<file path="src/design/psa_pkg.sv">
// Shared types and constants for the shoelace polygon area block.
`default_nettype none
package psa_pkg;

	localparam int COORD_W     = 16;
	localparam int PROD_W      = 2 * COORD_W;
	localparam int TERM_W      = PROD_W + 2;
	// Exact for up to 512 vertices of 33-bit signed terms; wraps beyond that.
	localparam int SUM_W       = 42;
	localparam int AREA_W      = 16;
	localparam int QUEUE_DEPTH = 4;
	localparam int QIDX_W      = $clog2(QUEUE_DEPTH);
	localparam int QCNT_W      = $clog2(QUEUE_DEPTH + 1);

	localparam logic [AREA_W-1:0] AREA_MAX = {AREA_W{1'b1}};

	// One vertex worth of work for the accumulator side.
	typedef struct packed {
		logic [COORD_W-1:0] prev_x;
		logic [COORD_W-1:0] prev_y;
		logic [COORD_W-1:0] cur_x;
		logic [COORD_W-1:0] cur_y;
		logic [COORD_W-1:0] first_x;
		logic [COORD_W-1:0] first_y;
		logic               start;
		logic               last;
	} psa_job_t;

	// Queue status: full for the front end, empty for the back end.
	typedef struct packed {
		logic full;
		logic empty;
	} psa_qstat_t;

endpackage
`default_nettype wire

</file>
<file path="src/design/psa_if.sv">
// Channel interfaces: vertex input and area result.
`default_nettype none
interface psa_vertex_if;
	import psa_pkg::*;
	logic               valid;
	logic               ready;
	logic [COORD_W-1:0] vertex_x;
	logic [COORD_W-1:0] vertex_y;
	logic               last_vertex;

	modport source (output valid, output vertex_x, output vertex_y, output last_vertex,
		input ready);
	modport sink (input valid, input vertex_x, input vertex_y, input last_vertex,
		output ready);
endinterface

interface psa_area_if;
	import psa_pkg::*;
	logic              valid;
	logic              ready;
	logic [AREA_W-1:0] area;
	logic              saturated;

	modport source (output valid, output area, output saturated, input ready);
	modport sink (input valid, input area, input saturated, output ready);
endinterface
`default_nettype wire

</file>
<file path="src/design/psa_front.sv">
// Front end: tracks polygon boundaries and turns each vertex into an edge job.
`default_nettype none
module psa_front
	import psa_pkg::*;
(
	input  wire logic clk,
	input  wire logic arst_n,
	psa_vertex_if.sink vertex,
	input  wire psa_qstat_t qstat,
	output logic       push,
	output psa_job_t   job
);

	logic [COORD_W-1:0] first_x_q, first_y_q, prev_x_q, prev_y_q;
	logic               in_poly_q;

	assign vertex.ready = !qstat.full;
	assign push         = vertex.valid && !qstat.full;

	// A starting vertex stands in for prev and first so its terms come out zero.
	always_comb begin
		job.cur_x   = vertex.vertex_x;
		job.cur_y   = vertex.vertex_y;
		job.prev_x  = in_poly_q ? prev_x_q  : vertex.vertex_x;
		job.prev_y  = in_poly_q ? prev_y_q  : vertex.vertex_y;
		job.first_x = in_poly_q ? first_x_q : vertex.vertex_x;
		job.first_y = in_poly_q ? first_y_q : vertex.vertex_y;
		job.start   = !in_poly_q;
		job.last    = vertex.last_vertex;
	end

	always_ff @(posedge clk or negedge arst_n) begin
		if (!arst_n) begin
			first_x_q <= '0;
			first_y_q <= '0;
			prev_x_q  <= '0;
			prev_y_q  <= '0;
			in_poly_q <= 1'b0;
		end else if (push) begin
			prev_x_q  <= vertex.vertex_x;
			prev_y_q  <= vertex.vertex_y;
			if (!in_poly_q) begin
				first_x_q <= vertex.vertex_x;
				first_y_q <= vertex.vertex_y;
			end
			in_poly_q <= !vertex.last_vertex;
		end
	end

endmodule
`default_nettype wire

</file>
<file path="src/design/psa_queue.sv">
// Short job queue between the front end and the accumulator.
`default_nettype none
module psa_queue
	import psa_pkg::*;
(
	input  wire logic     clk,
	input  wire logic     arst_n,
	input  wire logic     push,
	input  wire psa_job_t push_job,
	input  wire logic     pop,
	output psa_job_t      head,
	output psa_qstat_t    qstat
);

	psa_job_t           mem_q [QUEUE_DEPTH];
	logic [QIDX_W-1:0]  wr_ptr_q, rd_ptr_q;
	logic [QCNT_W-1:0]  count_q;

	assign qstat.full  = (count_q == QCNT_W'(QUEUE_DEPTH));
	assign qstat.empty = (count_q == '0);
	assign head        = mem_q[rd_ptr_q];

	always_ff @(posedge clk) begin
		if (push) begin
			mem_q[wr_ptr_q] <= push_job;
		end
	end

	always_ff @(posedge clk or negedge arst_n) begin
		if (!arst_n) begin
			wr_ptr_q <= '0;
			rd_ptr_q <= '0;
			count_q  <= '0;
		end else begin
			if (push) begin
				wr_ptr_q <= wr_ptr_q + 1'b1;
			end
			if (pop) begin
				rd_ptr_q <= rd_ptr_q + 1'b1;
			end
			case ({push, pop})
				2'b10:   count_q <= count_q + 1'b1;
				2'b01:   count_q <= count_q - 1'b1;
				default: count_q <= count_q;
			endcase
		end
	end

endmodule
`default_nettype wire

</file>
<file path="src/design/psa_back.sv">
// Back end: cross products, running sum and area/saturation output register.
`default_nettype none
module psa_back
	import psa_pkg::*;
(
	input  wire logic       clk,
	input  wire logic       arst_n,
	input  wire psa_job_t   head,
	input  wire psa_qstat_t qstat,
	output logic            pop,
	psa_area_if.source      result
);

	logic                     en;
	logic                     v_s1, v_s2, v_s3;
	logic                     start_s1, start_s2;
	logic                     last_s1, last_s2, last_s3;
	logic [PROD_W-1:0]        pa_s1, pb_s1, pc_s1, pd_s1;
	logic signed [TERM_W-1:0] term_s2;
	logic signed [TERM_W-1:0] edge_term, close_term;
	logic [SUM_W-1:0]         acc_q;
	logic [SUM_W-1:0]         acc_base;
	logic [SUM_W-1:0]         mag;
	logic [SUM_W-2:0]         half;
	logic                     out_valid_q;
	logic [AREA_W-1:0]        area_q;
	logic                     sat_q;

	// Whole back end holds while a finished area waits to be taken.
	assign en  = !out_valid_q || result.ready;
	assign pop = en && !qstat.empty;

	assign edge_term  = $signed({2'b00, pa_s1}) - $signed({2'b00, pb_s1});
	assign close_term = last_s1 ? ($signed({2'b00, pc_s1}) - $signed({2'b00, pd_s1}))
		: '0;
	assign acc_base   = start_s2 ? '0 : acc_q;

	// Most negative sum negates to itself, which read unsigned is 2^41.
	assign mag  = acc_q[SUM_W-1] ? (~acc_q + 1'b1) : acc_q;
	assign half = mag[SUM_W-1:1];

	always_ff @(posedge clk) begin
		if (en) begin
			pa_s1   <= head.prev_x * head.cur_y;
			pb_s1   <= head.prev_y * head.cur_x;
			pc_s1   <= head.cur_x * head.first_y;
			pd_s1   <= head.cur_y * head.first_x;
			term_s2 <= edge_term + close_term;
			if (v_s3 && last_s3) begin
				sat_q  <= |half[SUM_W-2:AREA_W];
				area_q <= (|half[SUM_W-2:AREA_W]) ? AREA_MAX : half[AREA_W-1:0];
			end
		end
	end

	always_ff @(posedge clk or negedge arst_n) begin
		if (!arst_n) begin
			v_s1        <= 1'b0;
			v_s2        <= 1'b0;
			v_s3        <= 1'b0;
			start_s1    <= 1'b0;
			start_s2    <= 1'b0;
			last_s1     <= 1'b0;
			last_s2     <= 1'b0;
			last_s3     <= 1'b0;
			acc_q       <= '0;
			out_valid_q <= 1'b0;
		end else if (en) begin
			v_s1        <= !qstat.empty;
			start_s1    <= head.start;
			last_s1     <= head.last;
			v_s2        <= v_s1;
			start_s2    <= start_s1;
			last_s2     <= last_s1;
			v_s3        <= v_s2;
			last_s3     <= last_s2;
			if (v_s2) begin
				acc_q <= acc_base + {{(SUM_W - TERM_W){term_s2[TERM_W-1]}}, term_s2};
			end
			out_valid_q <= v_s3 && last_s3;
		end
	end

	assign result.valid     = out_valid_q;
	assign result.area      = area_q;
	assign result.saturated = sat_q;

endmodule
`default_nettype wire

</file>
<file path="src/design/polygon_area_shoelace.sv">
// Top level: shoelace polygon area, one vertex transfer per cycle while the job queue has room.
// Path: a closing vertex's job passes the queue, product, term and sum registers to the area register.
// Throughput: one vertex per cycle through the multiply stage and accumulator, unless a waiting area stalls them.
// A 4-entry job queue decouples vertex intake from the accumulator side.
// Reset (arst_n low) clears polygon tracking, the queue, pipeline valids and the sum.
`default_nettype none
module polygon_area_shoelace
	import psa_pkg::*;
(
	input  wire logic  clk,
	input  wire logic  arst_n,
	psa_vertex_if.sink vertex,
	psa_area_if.source result
);

	logic       push, pop;
	psa_job_t   job, head;
	psa_qstat_t qstat;

	psa_front u_front (
		.clk    (clk),
		.arst_n (arst_n),
		.vertex (vertex),
		.qstat  (qstat),
		.push   (push),
		.job    (job)
	);

	psa_queue u_queue (
		.clk      (clk),
		.arst_n   (arst_n),
		.push     (push),
		.push_job (job),
		.pop      (pop),
		.head     (head),
		.qstat    (qstat)
	);

	psa_back u_back (
		.clk    (clk),
		.arst_n (arst_n),
		.head   (head),
		.qstat  (qstat),
		.pop    (pop),
		.result (result)
	);

endmodule
`default_nettype wire

</file>
<file path="src/flat_wrapper.sv">
// flat-port wrapper written by rule: the top's interface ports become plain ports
module polygon_area_shoelace_flat import psa_pkg::*;
  (clk, arst_n, vertex_valid, vertex_vertex_x, vertex_vertex_y, vertex_last_vertex, vertex_ready, result_valid, result_area, result_saturated, result_ready);
  psa_vertex_if vertex_i ();
  psa_area_if result_i ();
  input  wire logic clk;
  input  wire logic arst_n;
  input wire logic [$bits(vertex_i.valid)-1:0] vertex_valid;
  input wire logic [$bits(vertex_i.vertex_x)-1:0] vertex_vertex_x;
  input wire logic [$bits(vertex_i.vertex_y)-1:0] vertex_vertex_y;
  input wire logic [$bits(vertex_i.last_vertex)-1:0] vertex_last_vertex;
  output wire logic [$bits(vertex_i.ready)-1:0] vertex_ready;
  output wire logic [$bits(result_i.valid)-1:0] result_valid;
  output wire logic [$bits(result_i.area)-1:0] result_area;
  output wire logic [$bits(result_i.saturated)-1:0] result_saturated;
  input wire logic [$bits(result_i.ready)-1:0] result_ready;
  assign vertex_i.valid = vertex_valid;
  assign vertex_i.vertex_x = vertex_vertex_x;
  assign vertex_i.vertex_y = vertex_vertex_y;
  assign vertex_i.last_vertex = vertex_last_vertex;
  assign vertex_ready = vertex_i.ready;
  assign result_valid = result_i.valid;
  assign result_area = result_i.area;
  assign result_saturated = result_i.saturated;
  assign result_i.ready = result_ready;
  polygon_area_shoelace u_core (.clk(clk), .arst_n(arst_n), .vertex(vertex_i), .result(result_i));
endmodule
</file>
<file path="config.mk">
export PLATFORM = sky130hd
export DESIGN_NAME = polygon_area_shoelace_flat
export DESIGN_NICKNAME = d
export VERILOG_FILES = /design/src/design/psa_pkg.sv /design/src/design/psa_if.sv /design/src/design/psa_front.sv /design/src/design/psa_queue.sv /design/src/design/psa_back.sv /design/src/design/polygon_area_shoelace.sv /design/src/flat_wrapper.sv
export SDC_FILE = /design/constraint.sdc
export NUM_CORES = 2
export LEC_CHECK = 0
export ABC_AREA = 1
export ABC_CLOCK_PERIOD_IN_PS = 14900
export BUFFER_PORTS_ARGS = -buffer_cell sky130_fd_sc_hd__buf_4
export CELL_PAD_IN_SITES_DETAIL_PLACEMENT = 0
export CELL_PAD_IN_SITES_GLOBAL_PLACEMENT = 2
export CORE_MARGIN = 3
export CORE_UTILIZATION = 45
export DETAILED_ROUTE_END_ITERATION = 12
export GPL_ROUTABILITY_DRIVEN = 1
export PLACE_DENSITY_LB_ADDON = 0.1
export SETUP_SLACK_MARGIN = 0.05
export SLEW_MARGIN = 0
export SYNTH_ARGS = -nofsm -noshare
export SYNTH_HDL_FRONTEND = slang
export SYNTH_SLANG_ARGS = --single-unit
</file>
<file path="constraint.sdc">
create_clock -name clk -period 14.9 [get_ports clk]
set_input_delay 1.49 -clock clk [delete_from_list [all_inputs] [get_ports clk]]
set_output_delay 1.49 -clock clk [all_outputs]
set_load 0.01 [all_outputs]
</file>
== Word-level counts from Yosys, hierarchy flattened ==
Memories as Yosys holds them, arrays and structs flattened.
Index checks and enable logic that the tools add are counted.

* Register bits: 302
* Bits in writable memories: 392
* Word-level logic and storage cells: 67
* Memories: 1

* Add/sub/neg operators: 9
* Multiply operators: 4
* Equal/unequal tests: 3
* Multiplexer cells: 10
* Bitwise logic cells: 1
* Reductions and logical operators: 14

{| class="wikitable"
|+ Memory list
! name !! words !! bits a word !! read ports !! clocked after memory_dff !! write ports !! line !! text
|-
| u_core.u_queue.mem_q || 4 || 98 || 1 || 0 || 1 || psa_queue.sv:15 || <nowiki>psa_job_t mem_q [QUEUE_DEPTH];</nowiki>
|}

{| class="wikitable"
|+ Operators by type and width
! operator !! count
|-
| multiplier 16 x 16 -> 32 bit || 4
|-
| 2-to-1 mux 42 bit || 2
|-
| subtractor 32 x 32 -> 33 bit || 2
|-
| 2-to-1 mux 16 bit || 4
|-
| adder 42 x 1 -> 42 bit, second input constant || 1
|-
| adder 42 bit || 1
|-
| NOT 42 bit || 1
|-
| adder 33 x 34 -> 34 bit || 1
|-
| 2-to-1 mux 34 bit || 1
|-
| OR reduction 25 bit || 1
|-
| one-hot mux 3 bit (2 select lines) || 1
|-
| logical NOT 1 bit || 5
|-
| adder 2 x 1 -> 2 bit, second input constant || 2
|-
| AND reduction 2 bit || 2
|-
| adder 3 x 1 -> 3 bit, second input constant || 1
|-
| == test 3 bit, second input constant || 1
|-
| logical AND 1 bit || 3
|-
| logical NOT 3 bit || 1
|-
| subtractor 3 x 1 -> 3 bit, second input constant || 1
|-
| == test 2 x 1 -> 1 bit, second input constant || 1
|-
| == test 2 bit, second input constant || 1
|-
| 2-to-1 mux 1 bit || 2
|-
| nonzero test 2 bit || 1
|-
| logical OR 1 bit || 1
|}

== Logic depth before layout (Yosys ltp) ==
* Word-level depth: 5
* Gate-level depth with buffers: 30
* Gate-level depth less buffers: 26

== By module ==
From an unflattened synthesis, not the netlist that was laid out.

* Cell total of the unflattened synthesis: 8605
* Area, all modules: 72019.1 µm²

{| class="wikitable"
|+ Modules (own cells, without submodules)
! module !! instances !! cells each !! area an instance (µm²) !! seq. area each (µm²)
|-
| psa_back || 1 || 6933 || 52300.2 || 6651.4
|-
| psa_queue || 1 || 1192 || 16341.9 || 11946.5
|-
| psa_front || 1 || 480 || 3377.0 || 1626.6
|}

== Worst setup path before layout ==
Ideal clock, no wire load.

* Kind: input to register
* Start: input port result_ready
* End: register u_core.u_back.out_valid_q (netlist: u_core.u_back.result.valid)
* Setup time: 0.399 ns
* Arrival: 6.646 ns
* Setup slack: 7.854 ns
* Cell stages on the path: 4
* Buffers on the path: 1
* Cells stage by stage: nor2_1 -> inv_1 -> clkbuf_1 -> o21ai_0

* Cells in the longest elaborated chain, start to end: 1

{| class="wikitable"
|+ Ends and longest elaborated chain
! element !! line !! text
|-
| start, declared || flat_wrapper.sv:16 || <nowiki>input wire logic [$bits(result_i.ready)-1:0] result_ready;</nowiki>
|-
| logical OR 1 bit || psa_back.sv:30 || <nowiki>assign en = !out_valid_q || result.ready;</nowiki>
|-
| net u_core.u_back.en || psa_back.sv:14 || <nowiki>logic en;</nowiki>
|-
| end signal, assigned || psa_back.sv:80 || <nowiki>out_valid_q <= v_s3 && last_s3;</nowiki>
|-
| end, declared || psa_back.sv:25 || <nowiki>logic out_valid_q;</nowiki>
|}

The timed path passes the listed nets, and every way through them passes these cells.
A chain may end at the register's enable or synchronous reset.

== Worst setup path in the final report ==
* Start: register u_core.u_queue.rd_ptr_q[0]
* End: register u_core.u_back.pd_s1[24] (data pin)

* Cells in the longest elaborated chain, start to end: 2

{| class="wikitable"
|+ Ends and longest elaborated chain
! element !! line !! text
|-
| start, declared || psa_queue.sv:16 || <nowiki>logic [QIDX_W-1:0] wr_ptr_q, rd_ptr_q;</nowiki>
|-
| start signal, assigned || psa_queue.sv:39 || <nowiki>rd_ptr_q <= rd_ptr_q + 1'b1;</nowiki>
|-
| memory (4 x 98 bit) || n/a ||
|-
| multiplier 16 x 16 -> 32 bit || psa_back.sv:47 || <nowiki>pd_s1 <= head.cur_y * head.first_x;</nowiki>
|-
| end signal, assigned || psa_back.sv:47 ||
|-
| end, declared || psa_back.sv:18 || <nowiki>logic [PROD_W-1:0] pa_s1, pb_s1, pc_s1, pd_s1;</nowiki>
|}

Every way passes these cells.

==> metrics.csv <==
metric;value;unit
status;finished, final reports clean;
sequential element share of the synthesized area;29.4;%
clk_lat worst skew;0.69;ns
Initial Utilization;45.6;%
number of enable flip-flop cells after synthesis;571;
Tightest Pin Transition;1.15;ns
num ports;56;
diode count;0;
fraction of registers with async set/reset;17.7;%
unrepaired setup endpoints after global routing;false;
grt ovf;0;
Critical Path AT;8.68;ns
count of final setup violators;0;
crit share post-route;55.7;%
Syn Nets;9288;
Netlist Area Pre-Place;0.0688;mm^2
most common cell after layout, fill and taps aside;nand2_1;
First-pass DRT Iterations;6;
Max Fclk;0.121;GHz
fraction of layout cells with a size suffix above 1;4.65;%
via count;53535;
largest net degree at the start of global routing;83;
post-synth top area cell;edfxtp_1;
Fin. Hold Viols;0;
maximum clock path buffer count;3;
Core Region;0.151;mm^2
Iter 0 DRT Violations;4024;
clock slew at reported path FFs;0.06;ns
hold endpoint;u_core.u_queue.count_q[0];
die area;0.158;mm^2
Num CTS Buffers;79;
clock skew;0.0588;ns
cell count of the worst reg-to-reg path;26;
Chip Width;397;um
clk sink count;694;
Die H;397;um
vias per cell;5.36;
Area contributors post-synth;edfxtp_1 25%, fa_1 23%, ha_1 10%;
Yosys top cell area share;24.9;%
DP HPWL;173000;um
Resize count post-CTS;0;
Placement Rows;142;
CTS root buf;clkbuf_16;
nets;9291;
distinct cell type count after synthesis;53;
# H-tree levels;3;
Worst Hold Class;register to register;
worst path required time;15.28;ns
max_cap viols;0;
Max Slew Vio Count;0;
Min-Delay Startpoint;u_core.u_queue.count_q[0];
total track usage;28.6;%
initial antenna violation count;5;
PortBufs;55;
Worst Setup Start Kind;register;
YS warnings;0;
Total Wirelength;222000;um
CTS tree;built;
wire length per cell;22.2;um
setup TNS;0;ns
crit path kind;register to register;
headroom to the max-slew limit;23.6;%
Area Overhead vs Synth;7.93;%
Min Clock Period, post-route;8.30;ns
Detail Route Antenna Nets;0;
Gate Count Post-Synth;7910;
Post CTS Setup Buffer Count;0;
global placer's final weighted congestion;0.923;
Critical R2R Capture;u_core.u_back.pd_s1[24];
syn avg cell area;8.70;um^2
launch point of the worst reg-to-reg path;u_core.u_queue.rd_ptr_q[0];
first-pass GRT wire length;341000;um
Synth Register Bits;694;
worst hold slack;0.474;ns
Max FO, Critical Path;82;
Main synth FF type;edfxtp_1;
hold path depth;1;
most frequent cells in the layout;1826 x nand2_1, 1363 x inv_1, 903 x nor2_1;
R2R Setup Slk;6.60;ns
residual DRC count;0;
fillcell total;14607;
footprint of the multi-input gates;0.0424;mm^2
Reg area;0.0202;mm^2
vias in the first global route;55041;
nature of the critical path endpoint;register;
# hold bufs at CTS;0;
state kept, by name, summed over array words and instances, names as in the netlist, 32 cells and up:
register               flops
u_core.u_back.pd_s1       32
u_core.u_back.pa_s1       32
u_core.u_back.acc_q       42
u_core.u_back.pc_s1       32
u_core.u_back.pb_s1       32
u_core.u_queue.mem_q     392
u_core.u_back.term_s2     34
worst max-delay path by stage:
stage | start | to | depth (start not counted)
detailed placement | u_core.u_queue.rd_ptr_q[0] | u_core.u_back.pd_s1[24] | 23
floorplan | result_ready | u_core.u_back.result.valid | 4
CTS | u_core.u_queue.rd_ptr_q[0] | u_core.u_back.pd_s1[24] | 23
global placement | u_core.u_queue.rd_ptr_q[0] | u_core.u_back.pd_s1[28] | 22
global route | u_core.u_queue.rd_ptr_q[0] | u_core.u_back.pd_s1[24] | 26
finish | u_core.u_queue.rd_ptr_q[0] | u_core.u_back.pd_s1[24] | 26
synth_stat cells (73+ instances only):
| master | n |
|---|---|
| inv_1 | 1366 |
| nand3_1 | 164 |
| o21ai_0 | 318 |
| ha_1 | 560 |
| edfxtp_1 | 571 |
| nand2_1 | 1827 |
| a21oi_1 | 434 |
| a32oi_1 | 73 |
| dfrtp_1 | 123 |
| xor2_1 | 155 |
| buf_2 | 104 |
| clkbuf_1 | 119 |
| nor2_1 | 908 |
| fa_1 | 781 |
per-layer routing:
layer	global-route usage [%]	share of wire, %
met4	8.60	3.3
met5	0	0.010
met2	46.3	46
met1	40.5	45
met3	3.26	5.4
critical path: stages, from the launching register on:
cell	delay, ns
dfrtp_4	0.50
buf_4	0.74
buf_4	0.56
nand2_1	0.12
a32oi_2	0.21
buf_4	0.36
clkinv_1	0.53
nor2_1	0.31
fa_1	0.42
inv_1	0.07
fa_1	0.43
fa_1	0.50
fa_1	0.55
inv_1	0.05
fa_1	0.47
inv_1	0.05
fa_1	0.48
inv_1	0.04
ha_1	0.36
nand2_1	0.10
inv_1	0.07
nand2_1	0.05
o21ai_0	0.35
nand3_1	0.22
nand2_1	0.15
a21oi_1	0.09
xnor2_1	0.13
metrics by stage:
stage | area (um^2) | worst slack (ns) | utilization, % | cells
5_1_grt | 74300 | 6.14 | 49.2 | 9995
3_3_place_gp | 71600 | 6.67 | 47.5 | 9847
2_1_floorplan | 68800 | 7.85 | - | 7910
4_1_cts | 74300 | 6.56 | 49.2 | 9994
6_report | 74300 | 6.60 | 49.2 | 9995
3_5_place_dp | 71600 | 6.60 | 47.5 | 9847
area by class of cell:
| class | instances | area share (%) |
|---|---|---|
| Multi-Input combinational cell | 5584 | 57.1 |
| Sequential cell | 694 | 27.2 |
| Clock inverter | 44 | 0.610 |
| Timing Repair Buffer | 164 | 1.66 |
| Inverter | 1390 | 7.05 |
| Clock buffer | 103 | 2.90 |
| Tap cell | 2016 | 3.40 |
cells by family after synthesis:
group / share of synthesized area (%)
AOI/OAI and AO/OA: 8.18
xor gates and xnor gates: 2.76
adders and majority gates: 32.9
buffers and inverters: 9.15
DFF: 29.4
and+or+nand+nor: 17.6
Power is not shown: default switching activity piles up to over one toggle a cycle in this logic, so the estimate is an artifact.
